**config.mk**
```make
export PLATFORM = sky130hd
export DESIGN_NAME = eeprom_wear_level_record_locator_flat
export DESIGN_NICKNAME = d
export VERILOG_FILES = /design/src/ewl_pkg.sv /design/src/ewl_if.sv /design/src/ewl_div.sv /design/src/ewl_ctrl.sv /design/src/ewl_dp.sv /design/src/eeprom_wear_level_record_locator.sv /design/src/flat_wrapper.sv
export VERILOG_INCLUDE_DIRS = /design/src /design/src/src
export SDC_FILE = /design/constraint.sdc
export NUM_CORES = 2
export LEC_CHECK = 0
export BUFFER_PORTS_ARGS = -buffer_cell sky130_fd_sc_hd__buf_2
export CORE_ASPECT_RATIO = 0.75
export CORE_MARGIN = 10
export CORE_UTILIZATION = 61
export CTS_BUF_LIST = sky130_fd_sc_hd__clkbuf_8
export DETAILED_ROUTE_END_ITERATION = 12
export GPL_ROUTABILITY_DRIVEN = 1
export MAX_ROUTING_LAYER = met4
export PLACE_DENSITY = 0.78
export SLEW_MARGIN = 25
export SYNTH_ARGS = -nofsm -noshare
export SYNTH_HDL_FRONTEND = slang
export SYNTH_HIERARCHICAL = 1
export SYNTH_SLANG_ARGS = --single-unit
```
**constraint.sdc**
```tcl
create_clock -name clk -period 12.2 [get_ports clk]
set_clock_uncertainty 0.05 [all_clocks]
set_input_delay 1.83 -clock clk [delete_from_list [all_inputs] [get_ports clk]]
set_output_delay 1.83 -clock clk [all_outputs]
set_load 0.05 [all_outputs]
```
**src/eeprom_wear_level_record_locator_assert.svh**
```systemverilog
// Assertion macros for the wear-level record locator
`ifndef EEPROM_WEAR_LEVEL_RECORD_LOCATOR_ASSERT_SVH
`define EEPROM_WEAR_LEVEL_RECORD_LOCATOR_ASSERT_SVH
`ifndef SYNTH
`define EWL_ASSERT_IMPL(label, clk, rst_n, ante, cons) \
	label: assert property (@(posedge clk) disable iff (!rst_n) (ante) |-> (cons)) \
		else $error("assertion failed");
`define EWL_ASSERT_NEXT(label, clk, rst_n, ante, cons) \
	label: assert property (@(posedge clk) disable iff (!rst_n) (ante) |=> (cons)) \
		else $error("assertion failed");
`else
`define EWL_ASSERT_IMPL(label, clk, rst_n, ante, cons)
`define EWL_ASSERT_NEXT(label, clk, rst_n, ante, cons)
`endif
`endif

```
**src/ewl_pkg.sv**
```systemverilog
`default_nettype none
package ewl_pkg;
	localparam int FILL_CHUNK_DEF = 16;
	localparam int ADDR_BITS_DEF  = 16;

	// register indexes
	localparam logic [2:0] REG_MEM_BYTES    = 3'd0;
	localparam logic [2:0] REG_DATA_OFFSET  = 3'd1;
	localparam logic [2:0] REG_RECORD_BYTES = 3'd2;
	localparam logic [2:0] REG_FLAG_ADDRESS = 3'd3;
	localparam logic [2:0] REG_FLAG_VALUE   = 3'd4;

	// func codes
	localparam logic [2:0] FN_STEP    = 3'd0;
	localparam logic [2:0] FN_LOAD    = 3'd1;
	localparam logic [2:0] FN_SAVE    = 3'd2;
	localparam logic [2:0] FN_CLEAR   = 3'd3;
	localparam logic [2:0] FN_RESTART = 3'd4;

	// memory op codes
	localparam logic [2:0] OP_NONE   = 3'd0;
	localparam logic [2:0] OP_RFLAG  = 3'd1;
	localparam logic [2:0] OP_RREC   = 3'd2;
	localparam logic [2:0] OP_FILL   = 3'd3;
	localparam logic [2:0] OP_WFLAG  = 3'd4;
	localparam logic [2:0] OP_WREC   = 3'd5;

	typedef enum logic [2:0] {
		PH_START, PH_INIT, PH_CLEAR, PH_WFLAG, PH_WFIRST, PH_WRITE, PH_READ, PH_IDLE
	} phase_t;

	typedef enum logic [3:0] {
		C_IDLE, C_CNT, C_EXEC, C_ADDR, C_PCT, C_OUT
	} ctl_state_t;

	// controller -> datapath
	typedef struct packed {
		logic cfg_we;
		logic accept;
		logic cnt_start;
		logic exec;
		logic addr_start;
		logic pct_start;
	} ewl_cmd_t;

	// datapath -> controller
	typedef struct packed {
		logic div_done;
		logic mul_done;
	} ewl_sts_t;
endpackage
`default_nettype wire

```
**src/ewl_if.sv**
```systemverilog
`default_nettype none
interface ewl_in_if;
	logic       valid;
	logic       ready;
	logic [2:0] func;
	logic       clear_defaults;
	logic [15:0] read_word;
	modport source (output valid, func, clear_defaults, read_word, input ready);
	modport sink (input valid, func, clear_defaults, read_word, output ready);
endinterface

interface ewl_out_if;
	logic        valid;
	logic        ready;
	logic [2:0]  mem_op;
	logic [15:0] mem_addr;
	logic        write_dir;
	logic [15:0] slot_index;
	logic        busy_res;
	logic [6:0]  progress;
	modport source (output valid, mem_op, mem_addr, write_dir, slot_index, busy_res,
		progress, input ready);
	modport sink (input valid, mem_op, mem_addr, write_dir, slot_index, busy_res,
		progress, output ready);
endinterface

interface ewl_cfg_if;
	logic        valid;
	logic        ready;
	logic [2:0]  index;
	logic [16:0] data;
	modport source (output valid, index, data, input ready);
	modport sink (input valid, index, data, output ready);
endinterface
`default_nettype wire

```
**src/ewl_div.sv**
```systemverilog
`default_nettype none
// Restoring divider, one quotient bit per cycle
module ewl_div (
	input  wire logic        clk,
	input  wire logic        arst_n,
	input  wire logic        start,
	input  wire logic [23:0] dividend,
	input  wire logic [23:0] divisor,
	output logic [23:0]      quot,
	output logic             done
);
	logic [23:0] q_q;
	logic [24:0] r_q;
	logic [23:0] d_q;
	logic [4:0]  cnt_q;
	logic        run_q;
	logic [24:0] trial;

	assign trial = {r_q[23:0], q_q[23]} - {1'b0, d_q};

	always_ff @(posedge clk or negedge arst_n) begin
		if (!arst_n) begin
			run_q <= 1'b0;
			cnt_q <= '0;
			done  <= 1'b0;
		end else begin
			done <= 1'b0;
			if (start) begin
				run_q <= 1'b1;
				cnt_q <= 5'd24;
			end else if (run_q) begin
				cnt_q <= cnt_q - 5'd1;
				if (cnt_q == 5'd1) begin
					run_q <= 1'b0;
					done  <= 1'b1;
				end
			end
		end
	end

	always_ff @(posedge clk) begin
		if (start) begin
			q_q <= dividend;
			r_q <= '0;
			d_q <= divisor;
		end else if (run_q) begin
			if (!trial[24]) begin
				r_q <= trial;
				q_q <= {q_q[22:0], 1'b1};
			end else begin
				r_q <= {r_q[23:0], q_q[23]};
				q_q <= {q_q[22:0], 1'b0};
			end
		end
	end

	assign quot = q_q;
endmodule
`default_nettype wire

```
**src/ewl_ctrl.sv**
```systemverilog
`default_nettype none
// Sequencing of one request: slot count, state update, address, percentage
module ewl_ctrl (
	input  wire logic clk,
	input  wire logic arst_n,
	input  wire logic in_valid,
	output logic      in_ready,
	output logic      out_valid,
	input  wire logic out_ready,
	input  wire logic cfg_valid,
	output logic      cfg_ready,
	output ewl_pkg::ewl_cmd_t cmd,
	input  wire ewl_pkg::ewl_sts_t sts
);
	import ewl_pkg::*;
	`include "eeprom_wear_level_record_locator_assert.svh"

	ctl_state_t st_q, st_d;
	logic       ov_q, ov_d;

	always_ff @(posedge clk or negedge arst_n) begin
		if (!arst_n) begin
			st_q <= C_IDLE;
			ov_q <= 1'b0;
		end else begin
			st_q <= st_d;
			ov_q <= ov_d;
		end
	end

	always_comb begin
		st_d = st_q;
		ov_d = ov_q;
		cmd  = '0;
		in_ready  = 1'b0;
		cfg_ready = (st_q == C_IDLE) && !ov_q;
		cmd.cfg_we = cfg_valid && cfg_ready;
		if (ov_q && out_ready) ov_d = 1'b0;
		case (st_q)
			C_IDLE: begin
				in_ready = !ov_q && !cfg_valid;
				if (in_valid && in_ready) begin
					cmd.accept    = 1'b1;
					cmd.cnt_start = 1'b1;
					st_d = C_CNT;
				end
			end
			C_CNT: if (sts.div_done) begin
				cmd.exec = 1'b1;
				st_d = C_EXEC;
			end
			C_EXEC: begin
				cmd.addr_start = 1'b1;
				st_d = C_ADDR;
			end
			C_ADDR: if (sts.mul_done) begin
				cmd.pct_start = 1'b1;
				st_d = C_PCT;
			end
			C_PCT: if (sts.div_done) st_d = C_OUT;
			C_OUT: begin
				ov_d = 1'b1;
				st_d = C_IDLE;
			end
			default: st_d = C_IDLE;
		endcase
	end

	assign out_valid = ov_q;

	`EWL_ASSERT_IMPL(a_no_in_while_out, clk, arst_n, ov_q, !in_ready)
	`EWL_ASSERT_NEXT(a_accept_busy, clk, arst_n, cmd.accept, st_q == C_CNT)
	`EWL_ASSERT_IMPL(a_cfg_idle, clk, arst_n, cmd.cfg_we, st_q == C_IDLE)
endmodule
`default_nettype wire

```
**src/ewl_dp.sv**
```systemverilog
`default_nettype none
// Sequencer state, registers and arithmetic
module ewl_dp #(
	parameter int FILL_CHUNK = ewl_pkg::FILL_CHUNK_DEF,
	parameter int ADDR_BITS  = ewl_pkg::ADDR_BITS_DEF
) (
	input  wire logic clk,
	input  wire logic arst_n,
	input  wire ewl_pkg::ewl_cmd_t cmd,
	output ewl_pkg::ewl_sts_t sts,
	input  wire logic [2:0]  cfg_index,
	input  wire logic [16:0] cfg_data,
	input  wire logic [2:0]  func,
	input  wire logic        clear_defaults,
	input  wire logic [15:0] read_word,
	output logic [2:0]  mem_op,
	output logic [15:0] mem_addr,
	output logic        write_dir,
	output logic [15:0] slot_index,
	output logic        busy_res,
	output logic [6:0]  progress
);
	import ewl_pkg::*;

	localparam logic [16:0] CHUNK = 17'(FILL_CHUNK);
	localparam logic [23:0] AMASK = 24'((32'd1 << ADDR_BITS) - 1);

	// configuration
	logic [16:0] mem_bytes_q;
	logic [15:0] data_offset_q, flag_address_q, flag_value_q;
	logic [7:0]  record_bytes_q;

	always_ff @(posedge clk or negedge arst_n) begin
		if (!arst_n) begin
			mem_bytes_q    <= 17'd8192;
			data_offset_q  <= 16'd16;
			record_bytes_q <= 8'd18;
			flag_address_q <= 16'd0;
			flag_value_q   <= 16'd23205;
		end else if (cmd.cfg_we) begin
			case (cfg_index)
				REG_MEM_BYTES:    mem_bytes_q    <= cfg_data;
				REG_DATA_OFFSET:  data_offset_q  <= cfg_data[15:0];
				REG_RECORD_BYTES: record_bytes_q <= cfg_data[7:0];
				REG_FLAG_ADDRESS: flag_address_q <= cfg_data[15:0];
				REG_FLAG_VALUE:   flag_value_q   <= cfg_data[15:0];
				default: ;
			endcase
		end
	end

	logic [7:0] rb;
	assign rb = (record_bytes_q == 8'd0) ? 8'd1 : record_bytes_q;

	// shared divider
	logic        div_start, div_done;
	logic [23:0] div_a, div_b, div_q;
	ewl_div u_div (.clk, .arst_n, .start(div_start), .dividend(div_a),
		.divisor(div_b), .quot(div_q), .done(div_done));

	// state
	phase_t      phase_q;
	logic        await_q, dir_q, rdir_q;
	logic [16:0] fill_q;
	logic [15:0] slot_q, low_q, mid_q, high_q, cnt_q;
	logic [2:0]  f_q;
	logic        cd_q;
	logic [15:0] rd_q;
	logic [2:0]  op_q;
	logic        wdir_q, sa_flag_q;
	logic [15:0] sa_pos_q, dir_addr_q;
	logic [2:0]  pmode_q;

	// percentage needs a division only while formatting or searching
	logic pct_run;
	assign pct_run = (phase_q == PH_CLEAR) || (phase_q == PH_READ);

	// slot count from the divider (at reset the default configuration gives 454)
	logic [15:0] cnt_now;
	always_comb begin
		if (div_q > 24'd65535) cnt_now = 16'hFFFF;
		else if (div_q == 24'd0) cnt_now = 16'd1;
		else cnt_now = div_q[15:0];
	end

	// search step helpers
	logic [16:0] sum_up, sum_dn;

	logic read_bit;
	assign read_bit = rd_q[0];
	logic        up;
	assign up = (dir_q == read_bit);

	// address multiply, four bits of the slot per cycle
	logic [23:0] acc_q;
	logic [15:0] mpos_q;
	logic [2:0]  mcnt_q;
	logic        mrun_q, mdone_q;

	always_ff @(posedge clk or negedge arst_n) begin
		if (!arst_n) begin
			mrun_q <= 1'b0; mdone_q <= 1'b0; mcnt_q <= '0;
		end else begin
			mdone_q <= 1'b0;
			if (cmd.addr_start) begin
				mrun_q <= 1'b1; mcnt_q <= 3'd4;
			end else if (mrun_q) begin
				mcnt_q <= mcnt_q - 3'd1;
				if (mcnt_q == 3'd1) begin
					mrun_q <= 1'b0; mdone_q <= 1'b1;
				end
			end
		end
	end

	always_ff @(posedge clk) begin
		if (cmd.addr_start) begin
			acc_q  <= '0;
			mpos_q <= sa_pos_q;
		end else if (mrun_q) begin
			acc_q  <= (acc_q << 4) + 24'(mpos_q[15:12] * rb);
			mpos_q <= {mpos_q[11:0], 4'd0};
		end
	end

	// percentage operands; total / 10 and total / 100 by reciprocal multiply
	logic [16:0] part_v, total_v;
	logic [23:0] pa, pt;
	logic [34:0] t10_p, t100_p;
	logic        pct_zero_q;
	logic [6:0]  pct_fix_q;
	logic        pct_skip_q;

	assign t10_p  = 35'(total_v) * 35'd104858;
	assign t100_p = 35'(total_v) * 35'd167773;

	always_comb begin
		part_v  = '0;
		total_v = '0;
		if (phase_q == PH_CLEAR) begin
			part_v = fill_q; total_v = mem_bytes_q;
		end else begin
			part_v  = {1'b0, cnt_q > ((high_q >= low_q) ? high_q - low_q : 16'd0)
				? cnt_q - ((high_q >= low_q) ? high_q - low_q : 16'd0) : 16'd0};
			total_v = {1'b0, cnt_q};
		end
		if (part_v <= 17'd655) begin
			pa = 24'(part_v) * 24'd100; pt = 24'(total_v);
		end else if (part_v <= 17'd6553) begin
			pa = 24'(part_v) * 24'd10; pt = {9'd0, t10_p[34:20]};
		end else begin
			pa = 24'(part_v); pt = {13'd0, t100_p[34:24]};
		end
	end

	assign div_start = cmd.cnt_start || (cmd.pct_start && pct_run);
	assign div_a = cmd.cnt_start
		? ((mem_bytes_q > {1'b0, data_offset_q}) ? 24'(mem_bytes_q - {1'b0, data_offset_q}) : 24'd0)
		: pa;
	assign div_b = cmd.cnt_start ? {16'd0, rb} : pt;

	// fixed percentage: report done in the cycle after the start
	always_ff @(posedge clk or negedge arst_n) begin
		if (!arst_n) pct_skip_q <= 1'b0;
		else pct_skip_q <= cmd.pct_start && !pct_run;
	end

	assign sts.div_done = div_done || pct_skip_q;
	assign sts.mul_done = mdone_q;

	// main state update
	always_ff @(posedge clk or negedge arst_n) begin
		if (!arst_n) begin
			phase_q <= PH_START;
			await_q <= 1'b0;
			fill_q  <= '0;
			slot_q  <= '0;
			low_q   <= '0;
			high_q  <= 16'd453;
			mid_q   <= 16'd227;
			dir_q   <= 1'b0;
			rdir_q  <= 1'b0;
			cnt_q   <= 16'd454;
			op_q    <= OP_NONE;
			wdir_q  <= 1'b0;
			sa_flag_q <= 1'b0;
			sa_pos_q  <= '0;
			f_q     <= FN_STEP;
			cd_q    <= 1'b0;
			rd_q    <= '0;
		end else if (cmd.accept) begin
			f_q <= func; cd_q <= clear_defaults; rd_q <= read_word;
		end else if (cmd.exec) begin
			cnt_q <= cnt_now;
			op_q <= OP_NONE; wdir_q <= 1'b0; sa_flag_q <= 1'b0; sa_pos_q <= '0;
			case (f_q)
				FN_LOAD: begin phase_q <= PH_INIT; await_q <= 1'b0; end
				FN_SAVE: begin phase_q <= PH_WRITE; await_q <= 1'b0; end
				FN_CLEAR: begin
					if (cd_q) begin dir_q <= 1'b0; rdir_q <= 1'b0; end
					fill_q <= '0; phase_q <= PH_CLEAR; await_q <= 1'b0;
				end
				FN_RESTART: begin phase_q <= PH_START; await_q <= 1'b0; end
				FN_STEP: begin
					if (await_q) begin
						await_q <= 1'b0;
						case (phase_q)
							PH_START: if (rd_q != flag_value_q) begin
								phase_q <= PH_CLEAR; fill_q <= '0;
							end else phase_q <= PH_INIT;
							PH_INIT: begin
								rdir_q <= read_bit; dir_q <= read_bit;
								low_q <= '0; high_q <= cnt_now - 16'd1;
								mid_q <= 16'((17'(cnt_now - 16'd1) + 17'd1) >> 1);
								phase_q <= PH_READ;
							end
							PH_READ: begin
								rdir_q <= read_bit;
								if (low_q == high_q) begin
									slot_q <= mid_q; phase_q <= PH_IDLE;
								end else if (mid_q == high_q && !up) begin
									mid_q <= low_q; high_q <= low_q;
								end else if (up) begin
									low_q <= mid_q;
									mid_q <= sum_up[16:1];
								end else begin
									high_q <= mid_q;
									mid_q <= sum_dn[16:1];
								end
							end
							default: ;
						endcase
					end else begin
						case (phase_q)
							PH_START: begin op_q <= OP_RFLAG; await_q <= 1'b1; end
							PH_INIT: begin
								op_q <= OP_RREC; sa_flag_q <= 1'b1; await_q <= 1'b1;
							end
							PH_READ: begin
								op_q <= OP_RREC; sa_flag_q <= 1'b1; sa_pos_q <= mid_q;
								await_q <= 1'b1;
							end
							PH_CLEAR: begin
								op_q <= OP_FILL;
								if (fill_q + CHUNK >= mem_bytes_q || fill_q + CHUNK < fill_q)
									phase_q <= PH_WFLAG;
								fill_q <= fill_q + CHUNK;
							end
							PH_WFLAG: begin op_q <= OP_WFLAG; phase_q <= PH_WFIRST; end
							PH_WFIRST: begin
								rdir_q <= 1'b0; dir_q <= 1'b0; slot_q <= '0;
								op_q <= OP_WREC; sa_flag_q <= 1'b1; phase_q <= PH_IDLE;
							end
							PH_WRITE: begin
								if (slot_q >= cnt_now - 16'd1) begin
									slot_q <= '0; dir_q <= ~dir_q; rdir_q <= ~dir_q;
									wdir_q <= ~dir_q; sa_pos_q <= '0;
								end else begin
									slot_q <= slot_q + 16'd1; rdir_q <= dir_q;
									wdir_q <= dir_q; sa_pos_q <= slot_q + 16'd1;
								end
								op_q <= OP_WREC; sa_flag_q <= 1'b1; phase_q <= PH_IDLE;
							end
							default: ;
						endcase
					end
				end
				default: ;
			endcase
		end
	end

	assign sum_up = ({1'b0, mid_q} + {1'b0, high_q} + 17'd1);
	assign sum_dn = ({1'b0, low_q} + {1'b0, mid_q});

	// address of the request after the multiply
	always_ff @(posedge clk) begin
		if (mdone_q) begin
			case (op_q)
				OP_RFLAG, OP_WFLAG: dir_addr_q <= 16'(24'(flag_address_q) & AMASK);
				OP_FILL: dir_addr_q <= 16'(24'(fill_q - CHUNK) & AMASK);
				OP_RREC, OP_WREC: dir_addr_q <= 16'((24'(data_offset_q) + acc_q) & AMASK);
				default: dir_addr_q <= '0;
			endcase
		end
	end

	// percentage select
	always_ff @(posedge clk or negedge arst_n) begin
		if (!arst_n) begin
			pct_fix_q <= '0; pmode_q <= '0;
			pct_zero_q <= 1'b0;
		end else begin
			if (mdone_q) begin
				pmode_q   <= phase_q;
				case (phase_q)
					PH_START: pct_fix_q <= 7'd0;
					PH_INIT:  pct_fix_q <= 7'd1;
					PH_WFLAG: pct_fix_q <= 7'd99;
					default:  pct_fix_q <= 7'd100;
				endcase
			end
			if (cmd.pct_start) pct_zero_q <= (pt == 24'd0);
		end
	end

	logic [23:0] qc;
	logic [6:0]  pct_v;
	always_comb begin
		qc = pct_zero_q ? 24'd100 : ((div_q > 24'd100) ? 24'd100 : div_q);
		if (pmode_q == PH_CLEAR) pct_v = (qc + 24'd1 > 24'd98) ? 7'd98 : 7'(qc + 24'd1);
		else if (pmode_q == PH_READ) pct_v = 7'(qc);
		else pct_v = pct_fix_q;
	end

	assign mem_op     = op_q;
	assign mem_addr   = dir_addr_q;
	assign write_dir  = wdir_q;
	assign slot_index = slot_q;
	assign busy_res   = (phase_q != PH_IDLE);
	assign progress   = pct_v;
	logic unused;
	assign unused = ^{rdir_q, sa_flag_q};
endmodule
`default_nettype wire

```
**src/eeprom_wear_level_record_locator.sv**
```systemverilog
`default_nettype none
// Wear-levelled record ring sequencer.
// Channels: req (func, clear_defaults, read_word), rsp (mem_op, mem_addr,
// write_dir, slot_index, busy_res, progress) and cfg (index, data) for the
// five setup registers. Each accepted request gives exactly one response.
// A process step issues one memory request; read data for it comes with the
// next process step.
// A request passes through a slot-count division, an address multiply and a
// percentage division, the two divisions on one shared serial divider, plus
// sequencing. When the progress is a fixed value the percentage division is
// skipped. A new request is taken only once the response has been taken and
// no configuration write is waiting. One request is in flight at a time.
// Reset puts the sequencer at the flag check with default registers.
// If the receiver stalls, the response is held and no request is taken.
// Configuration is taken only while idle with no response pending.
module eeprom_wear_level_record_locator #(
	parameter int FILL_CHUNK = ewl_pkg::FILL_CHUNK_DEF,
	parameter int ADDR_BITS  = ewl_pkg::ADDR_BITS_DEF
) (
	input wire logic clk,
	input wire logic arst_n,
	ewl_in_if.sink   req,
	ewl_out_if.source rsp,
	ewl_cfg_if.sink  cfg
);
	import ewl_pkg::*;

	ewl_cmd_t cmd;
	ewl_sts_t sts;

	ewl_ctrl u_ctrl (
		.clk, .arst_n,
		.in_valid(req.valid), .in_ready(req.ready),
		.out_valid(rsp.valid), .out_ready(rsp.ready),
		.cfg_valid(cfg.valid), .cfg_ready(cfg.ready),
		.cmd, .sts
	);

	ewl_dp #(.FILL_CHUNK(FILL_CHUNK), .ADDR_BITS(ADDR_BITS)) u_dp (
		.clk, .arst_n, .cmd, .sts,
		.cfg_index(cfg.index), .cfg_data(cfg.data),
		.func(req.func), .clear_defaults(req.clear_defaults), .read_word(req.read_word),
		.mem_op(rsp.mem_op), .mem_addr(rsp.mem_addr), .write_dir(rsp.write_dir),
		.slot_index(rsp.slot_index), .busy_res(rsp.busy_res), .progress(rsp.progress)
	);
endmodule
`default_nettype wire

```
**src/flat_wrapper.sv**
```systemverilog
// flat-port wrapper written by rule: the top's interface ports become plain ports
module eeprom_wear_level_record_locator_flat import ewl_pkg::*;
#(
	parameter int FILL_CHUNK = ewl_pkg::FILL_CHUNK_DEF,
	parameter int ADDR_BITS  = ewl_pkg::ADDR_BITS_DEF
)
  (clk, arst_n, req_valid, req_func, req_clear_defaults, req_read_word, req_ready, rsp_valid, rsp_mem_op, rsp_mem_addr, rsp_write_dir, rsp_slot_index, rsp_busy_res, rsp_progress, rsp_ready, cfg_valid, cfg_index, cfg_data, cfg_ready);
  ewl_in_if req_i ();
  ewl_out_if rsp_i ();
  ewl_cfg_if cfg_i ();
  input wire logic clk;
  input wire logic arst_n;
  input wire logic [$bits(req_i.valid)-1:0] req_valid;
  input wire logic [$bits(req_i.func)-1:0] req_func;
  input wire logic [$bits(req_i.clear_defaults)-1:0] req_clear_defaults;
  input wire logic [$bits(req_i.read_word)-1:0] req_read_word;
  output wire logic [$bits(req_i.ready)-1:0] req_ready;
  output wire logic [$bits(rsp_i.valid)-1:0] rsp_valid;
  output wire logic [$bits(rsp_i.mem_op)-1:0] rsp_mem_op;
  output wire logic [$bits(rsp_i.mem_addr)-1:0] rsp_mem_addr;
  output wire logic [$bits(rsp_i.write_dir)-1:0] rsp_write_dir;
  output wire logic [$bits(rsp_i.slot_index)-1:0] rsp_slot_index;
  output wire logic [$bits(rsp_i.busy_res)-1:0] rsp_busy_res;
  output wire logic [$bits(rsp_i.progress)-1:0] rsp_progress;
  input wire logic [$bits(rsp_i.ready)-1:0] rsp_ready;
  input wire logic [$bits(cfg_i.valid)-1:0] cfg_valid;
  input wire logic [$bits(cfg_i.index)-1:0] cfg_index;
  input wire logic [$bits(cfg_i.data)-1:0] cfg_data;
  output wire logic [$bits(cfg_i.ready)-1:0] cfg_ready;
  assign req_i.valid = req_valid;
  assign req_i.func = req_func;
  assign req_i.clear_defaults = req_clear_defaults;
  assign req_i.read_word = req_read_word;
  assign req_ready = req_i.ready;
  assign rsp_valid = rsp_i.valid;
  assign rsp_mem_op = rsp_i.mem_op;
  assign rsp_mem_addr = rsp_i.mem_addr;
  assign rsp_write_dir = rsp_i.write_dir;
  assign rsp_slot_index = rsp_i.slot_index;
  assign rsp_busy_res = rsp_i.busy_res;
  assign rsp_progress = rsp_i.progress;
  assign rsp_i.ready = rsp_ready;
  assign cfg_i.valid = cfg_valid;
  assign cfg_i.index = cfg_index;
  assign cfg_i.data = cfg_data;
  assign cfg_ready = cfg_i.ready;
  eeprom_wear_level_record_locator #(.FILL_CHUNK(FILL_CHUNK), .ADDR_BITS(ADDR_BITS)) u_core (.clk(clk), .arst_n(arst_n), .req(req_i), .rsp(rsp_i), .cfg(cfg_i));
endmodule
```
==> run summary <==
Slowest CP cell -> nor3_1
Synth top area share -> 18.3%
Hold_buf cts -> 0
Crit path time final -> 10350 ps
Site Rows -> 79
Synth-to-Final Area Change -> 6.65%
Tcrit/Tclk final -> 84.9%
Slew Viols, Final -> 0
Critical path class -> flip-flop to flip-flop
Multi-input gate area -> 26300 µm²
Max frequency -> 96.6 MHz
Clock sink count -> 356
Worst slew margin relative to its limit -> 29.5%
Register area share after synthesis -> 24.1%
TritonCTS clock tree -> done
Postcts setup bufs -> 0
Synth unique cells -> 105
Least-Margin Pin Slew -> 1050 ps
Async SR Flop Fraction -> 66.3%
Post-synthesis instance area -> 38000 µm²
RSZ-0062 raised after global routing -> no
Syn avg cell area -> 9.17 µm²
Longest Clk Path Bufs -> 3
CP Data Arrival Time -> 10720 ps
Placer's final routability congestion estimate -> 1.00
Root buffer cell -> clkbuf_8
Status -> finished clean
CP max FO -> 14
Sequential cell area -> 9140 µm²
Die area -> 72700 µm²
Final ANT Viol Nets -> 0
Core region area -> 61800 µm²
Worst path most repeated cell -> a21oi_1
Initial DRC count -> 3410
Nets -> 5029
Instance count of the mapped netlist -> 4139
Cell taking the most area after synthesis -> ha_1
GRT Util Overall -> 30.4%
Crit path required time -> 12560 ps
Vias in the first global route -> 30.0k
Seq cells post-synth -> 356
Initial antenna violation count -> 3
Fraction of layout cells with a size suffix above 1 -> 10.2%
WL/cell -> 21.5 µm
CTS resizes -> 0
Dpl hpwl -> 85900 µm
CP Capture Type -> flip-flop
Total Wirelength -> 109000 µm
DRC Markers -> 0
Filler cells -> 4965
Die W -> 308 µm
Ys flop type -> dfrtp_1
Ranking of synthesized cells by area -> ha_1, dfrtp_1, fa_1
MaxCap Viol Count -> 0
Critical Path Max Stage Delay -> 790 ps
CTS Buf Count -> 56
Worst hold path class -> flip-flop to flip-flop
Routed vias -> 31.1k
Global-route wire length before repair -> 171000 µm
Worst-skew pair later-pin latency -> 710 ps
Final Hold Viols -> 0
Largest net degree at the start of global routing -> 111
Die Y-Extent -> 236 µm
Clock slew at reported path FFs -> 70 ps
Initial Utilization -> 61.4%
CP Launch Type -> flip-flop
# IOs -> 92
Remaining global-route overflow -> 0
Fin Setup TNS -> 0 ps
Endpoints failing setup -> 0
H-tree levels -> 2
Number of enable flip-flop cells after synthesis -> 80
Drt via density -> 6.15
First-pass DRT Iterations -> 6
Post-synth top cells -> ha_1, inv_1, nand2_1, nor2_1, o21ai_0
Yosys warns -> 6
# port buffers -> 91
Most frequent cell after synthesis -> ha_1
==> layer usage <==
metal / GRT usage, % / vias to the layer above / wire, µm
met5: - / - / 0
met4: 7.33 / 0 / 2760
met3: 11.7 / 202 / 14400
met2: 40.3 / 1527 / 43100
met1: 42.8 / 14800 / 48400
li1: - / 14500 / -
==> sequential cells by signal, indices dropped and copies added, names as in the netlist, 17 cells and up <==
register                 count
u_core/u_dp/u_div/d_q       24
u_core/u_dp/u_div/quot      24
u_core/u_dp/u_div/r_q       24
u_core/u_dp/mem_bytes_q     17
==> final timing paths <==
check                                       from                          to  slack (ps)  cells after the start
setup / recovery            u_core/u_dp/low_q[0]  u_core/u_dp/u_div/quot[22]        1850                     43
hold / removal             u_core/u_dp/high_q[0]       u_core/u_dp/high_q[0]         430                      2
setup reg to reg            u_core/u_dp/low_q[0]  u_core/u_dp/u_div/quot[22]        1850                     43
hold reg to reg            u_core/u_dp/high_q[0]       u_core/u_dp/high_q[0]         430                      2
max in group asynchronous                 arst_n     u_core/u_dp/sa_pos_q[6]        9450                      2
min in group asynchronous                 arst_n  u_core/u_dp/u_div/cnt_q[0]        1130                      1
==> cell usage in the layout, fill, tap and decap left out, drive strengths merged, types with 29 or more instances in the layout <==
cell type,synthesis,final
nand2,336,336
a211oi,48,48
ha,556,556
mux2,117,117
o211ai,33,33
nor2,255,255
a21oi,201,201
dfrtp,209,209
dfxtp,40,40
inv,525,548
mux2i,42,42
o21ai,278,278
nand2b,41,41
o21bai,32,32
nand3,79,79
nor3,77,77
xnor2,140,140
xor2,74,74
buf,35,133
fa,238,238
nand4,40,40
a21o,69,69
clkbuf,111,71
nor2b,29,29
edfxtp,80,80
==> cells by family (layout without fill, tap and decap cells) <==
family                     Yosys count  in the layout  synth area share (%)
AOI/OAI and AO/OA                  923            923                  15.8
xor gates and xnor gates           214            214                  4.94
adders and majority gates          794            794                  30.9
buffers and inverters              672            765                  6.79
DFF                                356            356                  24.1
muxes                              159            159                  4.58
other                                1             11               0.00988
and+or+nand+nor                   1020           1020                  12.9
==> through the flow <==
stage / hold slack [ps] / setup WS [ps] / std cells / cell area (µm²) / util (%)
CTS: 435 / 1980 / 5048 / 40500 / 65.5
global route: 468 / 1120 / 5051 / 40500 / 65.5
floorplan: 407 / 3490 / 4145 / 38000 / -
global placement: 422 / 2290 / 4942 / 39200 / 63.5
finish: 433 / 1850 / 5052 / 40500 / 65.5
detailed placement: 427 / 2080 / 4942 / 39200 / 63.5
==> critical path, delay by kind of cell, from the launching register on <==
family / cells / cell delay (ps)
XOR/XNOR: 1 / 150
adder cells (fa/ha/maj): 8 / 2610
flip-flops: 1 / 410
buffers and inverters: 6 / 600
AND/OR/NAND/NOR: 4 / 1250
multiplexers: 1 / 290
AO/OA/AOI/OAI: 23 / 4720
==> cell type report <==
cell class              count  area share, %
diodes                      4         0.0247
clock buffers              71           2.41
clock inverters            35          0.627
inverters                 526           4.88
multi-input cells        3117           65.0
flip-flops and latches    356           22.6
well taps                 810           2.50
repair buffers            133           1.93
Power is not shown: default switching activity piles up to over one toggle a cycle in this logic, so the estimate is an artifact.
